==> src/hw/rtl/sidt_pkg.sv <==
// Shared types and constants for the signed integer to decimal text converter.
`timescale 1ns / 1ps
package sidt_pkg;

  localparam int unsigned CharWidth = 6;

  localparam logic [CharWidth-1:0] AsciiZero  = 6'd48;
  localparam logic [CharWidth-1:0] AsciiMinus = 6'd45;
  localparam logic [3:0]           BcdAdjMin  = 4'd5;
  localparam logic [3:0]           BcdAdj     = 4'd3;

  typedef enum logic [2:0] {
    StIdle,
    StConv,
    StSkip,
    StSign,
    StDigit
  } state_e;

  typedef struct packed {
    logic load;
    logic shift;
    logic idx_dec;
    logic emit_sign;
  } sidt_cmd_t;

  typedef struct packed {
    logic cnt_zero;
    logic digit_zero;
    logic idx_zero;
    logic negative;
  } sidt_sts_t;

endpackage

==> src/hw/rtl/sidt_if.sv <==
// Valid/ready channel interfaces for the input value and the output text.
`timescale 1ns / 1ps
interface sidt_value_if #(
  parameter int unsigned ValueBits = 32
);
  logic                 valid;
  logic                 ready;
  logic [ValueBits-1:0] value;

  modport source (output valid, output value, input ready);
  modport sink   (input valid, input value, output ready);
endinterface

interface sidt_text_if;
  logic       valid;
  logic       ready;
  logic [5:0] text_char;
  logic       last_char;

  modport source (output valid, output text_char, output last_char, input ready);
  modport sink   (input valid, input text_char, input last_char, output ready);
endinterface

==> src/hw/rtl/sidt_ctrl.sv <==
// Sequencer for conversion, leading-zero skip and character emission.
`timescale 1ns / 1ps
module sidt_ctrl (
  input  logic              clk_i,
  input  logic              rst_ni,
  input  logic              in_valid_i,
  output logic              in_ready_o,
  output logic              out_valid_o,
  input  logic              out_ready_i,
  output sidt_pkg::sidt_cmd_t cmd_o,
  input  sidt_pkg::sidt_sts_t sts_i
);
  import sidt_pkg::*;

  state_e state_q, state_d;

  always_ff @(posedge clk_i or negedge rst_ni) begin
    if (!rst_ni) begin
      state_q <= StIdle;
    end else begin
      state_q <= state_d;
    end
  end

  always_comb begin
    state_d     = state_q;
    in_ready_o  = 1'b0;
    out_valid_o = 1'b0;
    cmd_o       = '0;
    unique case (state_q)
      StIdle: begin
        in_ready_o = 1'b1;
        if (in_valid_i) begin
          cmd_o.load = 1'b1;
          state_d    = StConv;
        end
      end
      StConv: begin
        cmd_o.shift = 1'b1;
        if (sts_i.cnt_zero) begin
          state_d = StSkip;
        end
      end
      StSkip: begin
        if (sts_i.digit_zero && !sts_i.idx_zero) begin
          cmd_o.idx_dec = 1'b1;
        end else begin
          state_d = sts_i.negative ? StSign : StDigit;
        end
      end
      StSign: begin
        out_valid_o     = 1'b1;
        cmd_o.emit_sign = 1'b1;
        if (out_ready_i) begin
          state_d = StDigit;
        end
      end
      StDigit: begin
        out_valid_o = 1'b1;
        if (out_ready_i) begin
          if (sts_i.idx_zero) begin
            state_d = StIdle;
          end else begin
            cmd_o.idx_dec = 1'b1;
          end
        end
      end
      default: state_d = StIdle;
    endcase
  end

endmodule

==> src/hw/rtl/sidt_datapath.sv <==
// Magnitude, bit-serial shift-and-add-3 BCD converter and character select.
`timescale 1ns / 1ps
module sidt_datapath #(
  parameter int unsigned ValueBits = 32,
  parameter int unsigned Digits    = 10
) (
  input  logic                 clk_i,
  input  logic                 rst_ni,
  input  logic [ValueBits-1:0] value_i,
  input  sidt_pkg::sidt_cmd_t  cmd_i,
  output sidt_pkg::sidt_sts_t  sts_o,
  output logic [5:0]           text_char_o,
  output logic                 last_char_o
);
  import sidt_pkg::*;

  localparam int unsigned CntW = $clog2(ValueBits);
  localparam int unsigned IdxW = $clog2(Digits);

  logic [ValueBits-1:0] mag_q, mag_d;
  logic [3:0]           digit_q [Digits];
  logic [3:0]           digit_d [Digits];
  logic [3:0]           adj     [Digits];
  logic [CntW-1:0]      cnt_q, cnt_d;
  logic [IdxW-1:0]      idx_q, idx_d;
  logic                 neg_q, neg_d;
  logic [3:0]           cur_digit;

  always_comb begin
    for (int i = 0; i < Digits; i++) begin
      adj[i] = (digit_q[i] >= BcdAdjMin) ? digit_q[i] + BcdAdj : digit_q[i];
    end
  end

  always_comb begin
    mag_d = mag_q;
    cnt_d = cnt_q;
    idx_d = idx_q;
    neg_d = neg_q;
    for (int i = 0; i < Digits; i++) begin
      digit_d[i] = digit_q[i];
    end
    if (cmd_i.load) begin
      neg_d = value_i[ValueBits-1];
      mag_d = value_i[ValueBits-1] ? (~value_i + ValueBits'(1)) : value_i;
      cnt_d = CntW'(ValueBits - 1);
      idx_d = IdxW'(Digits - 1);
      for (int i = 0; i < Digits; i++) begin
        digit_d[i] = '0;
      end
    end else if (cmd_i.shift) begin
      mag_d      = {mag_q[ValueBits-2:0], 1'b0};
      cnt_d      = cnt_q - CntW'(1);
      digit_d[0] = {adj[0][2:0], mag_q[ValueBits-1]};
      for (int i = 1; i < Digits; i++) begin
        digit_d[i] = {adj[i][2:0], adj[i-1][3]};
      end
    end else if (cmd_i.idx_dec) begin
      idx_d = idx_q - IdxW'(1);
    end
  end

  always_ff @(posedge clk_i or negedge rst_ni) begin
    if (!rst_ni) begin
      mag_q <= '0;
      cnt_q <= '0;
      idx_q <= '0;
      neg_q <= 1'b0;
      for (int i = 0; i < Digits; i++) begin
        digit_q[i] <= '0;
      end
    end else begin
      mag_q   <= mag_d;
      cnt_q   <= cnt_d;
      idx_q   <= idx_d;
      neg_q   <= neg_d;
      digit_q <= digit_d;
    end
  end

  assign cur_digit = digit_q[idx_q];

  assign sts_o.cnt_zero   = (cnt_q == '0);
  assign sts_o.digit_zero = (cur_digit == 4'd0);
  assign sts_o.idx_zero   = (idx_q == '0);
  assign sts_o.negative   = neg_q;

  assign text_char_o = cmd_i.emit_sign ? AsciiMinus : AsciiZero + {2'b00, cur_digit};
  assign last_char_o = !cmd_i.emit_sign && (idx_q == '0);

endmodule

==> src/hw/rtl/signed_int_to_decimal_text.sv <==
// Top level: signed integer to decimal ASCII text converter.
//
// Usage: value_i takes one signed two's complement integer per transaction.
// text_o returns its decimal text one character per transaction, most
// significant first: a '-' for negative values, then the digits with no
// leading zeros ("0" for zero). last_char marks the final character.
// Timing: the input transaction is taken in the idle state. The magnitude
// is converted to BCD by a bit-serial shift-and-add-3 loop, one bit per
// cycle. Leading zero digits are then skipped one per cycle, after which
// the sign, if any, and the digits are emitted, each character held until
// the receiver takes it. A new value is taken only after the last
// character of the previous one has been delivered.
// Reset: asynchronous, active low; returns the sequencer to idle, ready for
// a new value. While the receiver stalls, the current character is held.
`timescale 1ns / 1ps
module signed_int_to_decimal_text #(
  parameter int unsigned VALUE_BITS = 32
) (
  input  logic               clk_i,
  input  logic               rst_ni,
  sidt_value_if.sink         value_i,
  sidt_text_if.source        text_o
);
  import sidt_pkg::*;

  localparam int unsigned Digits = (VALUE_BITS - 1) * 30103 / 100000 + 1;

  sidt_cmd_t cmd;
  sidt_sts_t sts;

  sidt_ctrl u_ctrl (
    .clk_i       (clk_i),
    .rst_ni      (rst_ni),
    .in_valid_i  (value_i.valid),
    .in_ready_o  (value_i.ready),
    .out_valid_o (text_o.valid),
    .out_ready_i (text_o.ready),
    .cmd_o       (cmd),
    .sts_i       (sts)
  );

  sidt_datapath #(
    .ValueBits (VALUE_BITS),
    .Digits    (Digits)
  ) u_datapath (
    .clk_i       (clk_i),
    .rst_ni      (rst_ni),
    .value_i     (value_i.value),
    .cmd_i       (cmd),
    .sts_o       (sts),
    .text_char_o (text_o.text_char),
    .last_char_o (text_o.last_char)
  );

endmodule
==> src/flat_wrapper.sv <==
// flat-port wrapper written by rule: the top's interface ports become plain ports
module signed_int_to_decimal_text_flat import sidt_pkg::*;
#(
  parameter int unsigned VALUE_BITS = 32
)
  (clk_i, rst_ni, value_i_valid, value_i_value, value_i_ready, text_o_valid, text_o_text_char, text_o_last_char, text_o_ready);
  sidt_value_if value_i_i ();
  sidt_text_if text_o_i ();
  input  logic clk_i;
  input  logic rst_ni;
  input wire logic [$bits(value_i_i.valid)-1:0] value_i_valid;
  input wire logic [$bits(value_i_i.value)-1:0] value_i_value;
  output wire logic [$bits(value_i_i.ready)-1:0] value_i_ready;
  output wire logic [$bits(text_o_i.valid)-1:0] text_o_valid;
  output wire logic [$bits(text_o_i.text_char)-1:0] text_o_text_char;
  output wire logic [$bits(text_o_i.last_char)-1:0] text_o_last_char;
  input wire logic [$bits(text_o_i.ready)-1:0] text_o_ready;
  assign value_i_i.valid = value_i_valid;
  assign value_i_i.value = value_i_value;
  assign value_i_ready = value_i_i.ready;
  assign text_o_valid = text_o_i.valid;
  assign text_o_text_char = text_o_i.text_char;
  assign text_o_last_char = text_o_i.last_char;
  assign text_o_i.ready = text_o_ready;
  signed_int_to_decimal_text #(.VALUE_BITS(VALUE_BITS)) u_core (.clk_i(clk_i), .rst_ni(rst_ni), .value_i(value_i_i), .text_o(text_o_i));
endmodule
==> config.mk <==
export PLATFORM = sky130hd
export DESIGN_NAME = signed_int_to_decimal_text_flat
export DESIGN_NICKNAME = d
export VERILOG_FILES = /design/src/hw/rtl/sidt_pkg.sv /design/src/hw/rtl/sidt_if.sv /design/src/hw/rtl/sidt_ctrl.sv /design/src/hw/rtl/sidt_datapath.sv /design/src/hw/rtl/signed_int_to_decimal_text.sv /design/src/flat_wrapper.sv
export SDC_FILE = /design/constraint.sdc
export NUM_CORES = 1
export LEC_CHECK = 0
export BUFFER_PORTS_ARGS = -buffer_cell sky130_fd_sc_hd__buf_2
export CORE_MARGIN = 5
export CORE_UTILIZATION = 47
export DETAILED_ROUTE_END_ITERATION = 8
export HOLD_SLACK_MARGIN = 0.03
export PLACE_DENSITY = 0.71
export RECOVER_POWER = 100
export SLEW_MARGIN = 5
export SYNTH_ARGS = -nofsm -noshare
export SYNTH_HDL_FRONTEND = slang
export SYNTH_HIERARCHICAL = 1
export SYNTH_SLANG_ARGS = --single-unit
==> constraint.sdc <==
create_clock -name clk_i -period 7.05 [get_ports clk_i]
set_input_delay 1.41 -clock clk_i [delete_from_list [all_inputs] [get_ports clk_i]]
set_output_delay 1.41 -clock clk_i [all_outputs]
set_load 0.005 [all_outputs]
### After elaboration in Yosys (flattened, before gate mapping)

Index checks and enable logic that the tools add are counted.

* flip-flop bits (word level): 85
* input bits: 36
* output and inout port bits: 9
* word-level logic and storage cells: 108

* add/subtract/negate cells: 14
* magnitude comparators: 11
* eq/ne operators: 11
* multiplexer cells: 42
* bitwise operators: 2
* reduce and logical (&&, ||, !) cells: 13

Operator list (number)
* 32-bit two-way mux: 3
* 40-bit two-way mux: 2
* 4-bit two-way mux: 14
* 4-bit by 3-bit greater-or-equal comparator with 1-bit output (second input constant): 10
* 4-bit by 2-bit adder with 4-bit output (second input constant): 9
* 32-bit by 1-bit adder with 32-bit output (second input constant): 1
* 32-bit NOT: 1
* 3-bit two-way mux: 8
* 4-bit binary-select mux with 4-bit select: 1
* 3-bit one-hot mux with 5 select lines: 1
* 5-bit two-way mux: 2
* 2-bit inequality test (second input constant): 5
* 1-bit two-way mux: 9
* 4-bit zero test: 2
* 5-bit by 5-bit adder with 6-bit output (first input constant): 1
* 3-bit by 2-bit == test with 1-bit output (second input constant): 2
* 6-bit two-way mux: 1
* 6-bit AND reduction: 1
* 5-bit greater-or-equal comparator (second input constant): 1
* 5-bit zero test: 1
* 4-bit NOT with 5-bit output: 1
* 5-bit by 1-bit subtractor with 5-bit output (second input constant): 1
* 2-bit by 1-bit inequality test with 1-bit output (second input constant): 2
* 2-bit nonzero test: 2
* 10 further kinds: 12

### Depth between registers and ports, before layout

* depth after elaboration: 11
* gate-level depth with buffers: 12
* gate-level depth less buffers: 11

### Cells and area by module

Netlist, hierarchy kept.

Modules (own cells, without submodules)
* sidt_datapath: instances 1, cells each 606, area each 5472.7 um^2, sequential area each 2052.0 um^2
* sidt_ctrl: instances 1, cells each 36, area each 289.0 um^2, sequential area each 75.1 um^2

### Worst setup path before layout

No wires, ideal clock.

* kind: register to output
* start point: register u_core.u_datapath.idx_q[0]
* end point: output port text_o_text_char[3]
* data arrival time: 1721 ps
* data required time: 5640 ps
* slack: 3919 ps
* stages on the path, launching flop included: 7
* buffers on the path: 2
* cells stage by stage: dfrtp_1 > clkbuf_1 > buf_2 > mux2i_1 > o22ai_1 > o31a_1 > or2_2

* cells in the longest elaborated chain, start to end: 6

RTL lines
* start, declared: line sidt_datapath.sv:25 `logic [IdxW-1:0] idx_q, idx_d;`
* start signal, assigned: line sidt_datapath.sv:75 `idx_q <= idx_d;`
* 4-bit NOT with 5-bit output (implied by the code): line sidt_datapath.sv:81 `assign cur_digit = digit_q[idx_q];`
* 4-bit binary-select mux with 4-bit select: line sidt_datapath.sv:81
* 4-bit two-way mux (implied by the code) (2 in series): line sidt_datapath.sv:81
* 5-bit by 5-bit adder with 6-bit output: line sidt_datapath.sv:88 `assign text_char_o = cmd_i.emit_sign ? AsciiMinus : AsciiZero + {2'b00, cur_digit};`
* 6-bit two-way mux: line sidt_datapath.sv:88
* end, declared: line flat_wrapper.sv:15 `output wire logic [$bits(text_o_i.text_char)-1:0] text_o_text_char;`

Every way passes these cells. The select of a mux whose other input is x is not followed.

### Final worst setup path

* start point: register u_core.u_datapath.idx_q[0]
* end point: output port text_o_text_char[2]

Same word-level chain as after synthesis.

==> reports/metrics.yaml <==
cp_data_required_time_ns: 5.64
synth_area_sq_mm: 0.00576
yosysTopAreaCellShare_pct: 36.9
ctsRootBufferMaster: "clkbuf_16"
grt_pass1_wl_mm: 20.9
viasPerCell: 5.69
power_switching_w: 0.00113
p_comb_share_pct: 49.1
final_max_slew_viol_count: 0
ys_seq_area_share_pct: 36.9
grt_antenna_before_repair: 0
critPathArrivalTime_ns: 2.38
power_density_mw_per_mm2: 441
worstPathCellList: "mux4_2, a311o_1, nand2b_1, clkbuf_1"
grt.total_usage_pct: 17.3
relSlewSlack_pct: 22.7
cts_setup_buffers: 0
hold_buffers: 0
cts_tree: "yes"
io_pins: 45
critPathCaptureType: "output pin"
synth_edf_count: 0
criticalPathCategory: "reg2out"
dr.max_layer_used: "met4"
die_w_um: 121
gp_congestion: 0.855
areaGrowthSynthToFinish_pct: 8.97
hpwl_mm: 8.15
critPathMaxFanout: 16
wl_per_cell_um: 15.1
ys_types: 56
r2r-start: "u_core/u_datapath/idx_q[0]"
rrSetupSlack_ns: 3.53
coreArea_sq_mm: 0.0120
n_antenna_cell: 0
cts_resized: 0
setup_viol: 0
yosysTopAreaCell: "dfrtp_1"
htreeDepth: 3
max-vdd-ir-drop_mv: 0.249
layout.cells.non_filler: 810
status: "completed"
numPortBuffers: 43
cap_violations: 0
vias: 4605
finalSetupTns_ns: 0
p_int_w: 0.00163
wl_mm: 12.2
synthTopCellsByArea: "dfrtp_1 37%, mux2i_1 5.9%, a21oi_1 5.3%"
fill_cells: 1105
synth_fp_nets: 701
timing.final.crit_period_ns: 3.79
drive_gt1_share_pct: 10.4
async_reset_ff_share_pct: 100
die-area_sq_mm: 0.0146
hold_class: "reg2reg"
ys_seq_elements: 85
hold_violations: 0
synth_warnings: 6
initialDrtViolationCount: 331
cts_buffers: 9
postRouteAntennaNets: 0
placementRows: 40
wl_met2_mm: 5.82
synth_cells: 642
grt-ovfl-total: 0
ys.flop_type: "dfrtp_1"
fin_skew_ns: 0.00853
clock_path_buffers: 2
grt_max_degree: 116
whs_path_depth: 2
netSwitchingFraction_pct: 40.9
cpPeakStageDelay_ns: 0.83
start_util_pct: 48.0
slowest_stage: "dfrtp_1"
drc: 0
r2r_cells: 9
num-nets-final: 718
r2r-end: "u_core/u_datapath/idx_q[2]"
wl_met1_mm: 5.81
finalCritPeriodShare_pct: 53.8
rsz0062_at_grt: "false"
first_global_vias: 4536
worstMarginPinSlew_ns: 1.16
die_h_um: 121
fmax_mhz: 264
startpoint_type: "register"
placed_cells: 795
avgSynthCellArea_sq_um: 8.97
path_clk_slew_ns: 0.06
clock-sinks: 85
fin_total_pwr_w: 0.00277
pwr-share-clk_pct: 17.1
seqPwrFrac_pct: 33.8
wl_met3_um: 478
hold_path_end: "u_core/u_datapath/digit_q[36]"
hp-start: "u_core/u_datapath/mag_q[31]"
firstDrtPassIters: 4
leakage_nw: 2.85
insertion_delay_ns: 0.34
-- routing by layer --
metal  vias up  GRT usage (%)
li1       2296              -
met1      2221           22.8
met2        78           28.7
met3        10           4.58
met4         0           4.04
met5         -              0
-- state kept, by name (all words and copies together) (netlist names) --
name / cells
u_core/u_datapath/neg_q: 1
u_core/u_datapath/cnt_q: 5
u_core/u_datapath/idx_q: 4
u_core/u_datapath/digit_q: 40
u_core/u_datapath/mag_q: 32
u_core/u_ctrl/state_q: 3
-- cells in the final DEF (no fill, tap or decap), types with 6 or more instances in the layout --
master	synthesis	routed
a211oi_1	32	32
a21o_1	8	8
a21oi_1	61	61
buf_2	3	37
clkbuf_1	30	6
clkbuf_16	0	9
dfrtp_1	85	85
ha_1	23	23
inv_1	30	30
mux2i_1	34	34
nand2_1	43	43
nand2b_1	34	34
nand3_1	25	25
nor2_1	27	27
nor2b_1	31	31
nor3_1	10	9
o211ai_1	8	8
o21ai_0	30	30
o31ai_1	11	11
o41ai_1	5	6
xnor2_1	23	23
xor2_1	28	28
-- cells in the mapped netlist, types with 10 or more instances --
master     n
xnor2_1   23
a211oi_1  32
mux2i_1   34
dfrtp_1   85
xor2_1    28
nand2_1   43
ha_1      23
o31ai_1   11
nor3_1    10
inv_1     30
nand2b_1  34
o21ai_0   30
clkbuf_1  30
nor2b_1   31
nand3_1   25
nor2_1    27
a21oi_1   61
-- final cells by class --
cell class	instances	area, sq um	share of cell area, %
Sequential cell	85	2130	33.9
Clock inverter	4	48.8	0.777
Timing Repair Buffer	47	239	3.81
Clock buffer	11	243	3.87
Inverter	30	113	1.79
Multi-Input combinational cell	486	3320	52.9
Tap cell	147	184	2.93
-- cell families (layout without fill, tap and decap cells) --
family,count (synthesis),in the layout,share of synthesized area (%)
AOI/OAI and AO/OA,171,171,18.7
xor gates and xnor gates,51,51,7.75
adders and majority gates,23,23,4.99
buffers and inverters,71,92,5.08
DFF,85,85,36.9
muxes,39,39,7.27
other,1,1,0.0651
and+or+nand+nor,201,201,19.2
-- power by group through the flow --
| stage | Combinational, W | Clock, W | Sequential (W) |
|---|---|---|---|
| 2_1_floorplan | 0.00115 | 0 | 0.000860 |
| 3_3_place_gp | 0.00129 | 0 | 0.000930 |
| 3_5_place_dp | 0.00135 | 0 | 0.000941 |
| 4_1_cts | 0.00136 | 0.000488 | 0.000935 |
| 5_1_grt | 0.00154 | 0.000509 | 0.000971 |
| 6_report | 0.00136 | 0.000473 | 0.000935 |
-- how the worst max path moves through the flow --
stage / start / depth (start not counted) / end / slack (ns)
6_report: u_core/u_datapath/idx_q[0] / 4 / text_o_text_char[2] / 3.26
3_5_place_dp: value_i_value[0] / 8 / u_core/u_datapath/mag_q[24] / 3.54
3_3_place_gp: value_i_value[0] / 8 / u_core/u_datapath/mag_q[24] / 3.61
5_1_grt: u_core/u_datapath/idx_q[0] / 6 / text_o_text_char[2] / 3.11
2_1_floorplan: u_core/u_datapath/idx_q[0] / 6 / text_o_text_char[3] / 3.92
4_1_cts: u_core/u_datapath/idx_q[0] / 4 / text_o_text_char[2] / 3.22
-- critical path: cells and delay by family, from the launching register on --
family,cells,cell delay [ns]
simple gates,1,0.14
buf+inv,1,0.10
mux,1,0.58
flops,1,0.83
compound gates,1,0.38
-- stage by stage --
| step | hold WS (ns) | worst slack (ns) | cell area, sq um | utilization, % |
|---|---|---|---|---|
| floorplan | 0.482 | 3.92 | 5760 | - |
| global placement | 0.512 | 3.61 | 6020 | 50.2 |
| detailed placement | 0.529 | 3.54 | 6020 | 50.2 |
| CTS | 0.548 | 3.22 | 6320 | 52.6 |
| global route | 0.571 | 3.11 | 6280 | 52.3 |
| finish | 0.541 | 3.26 | 6280 | 52.3 |
Note: power is estimated with default switching activity, not from simulation.
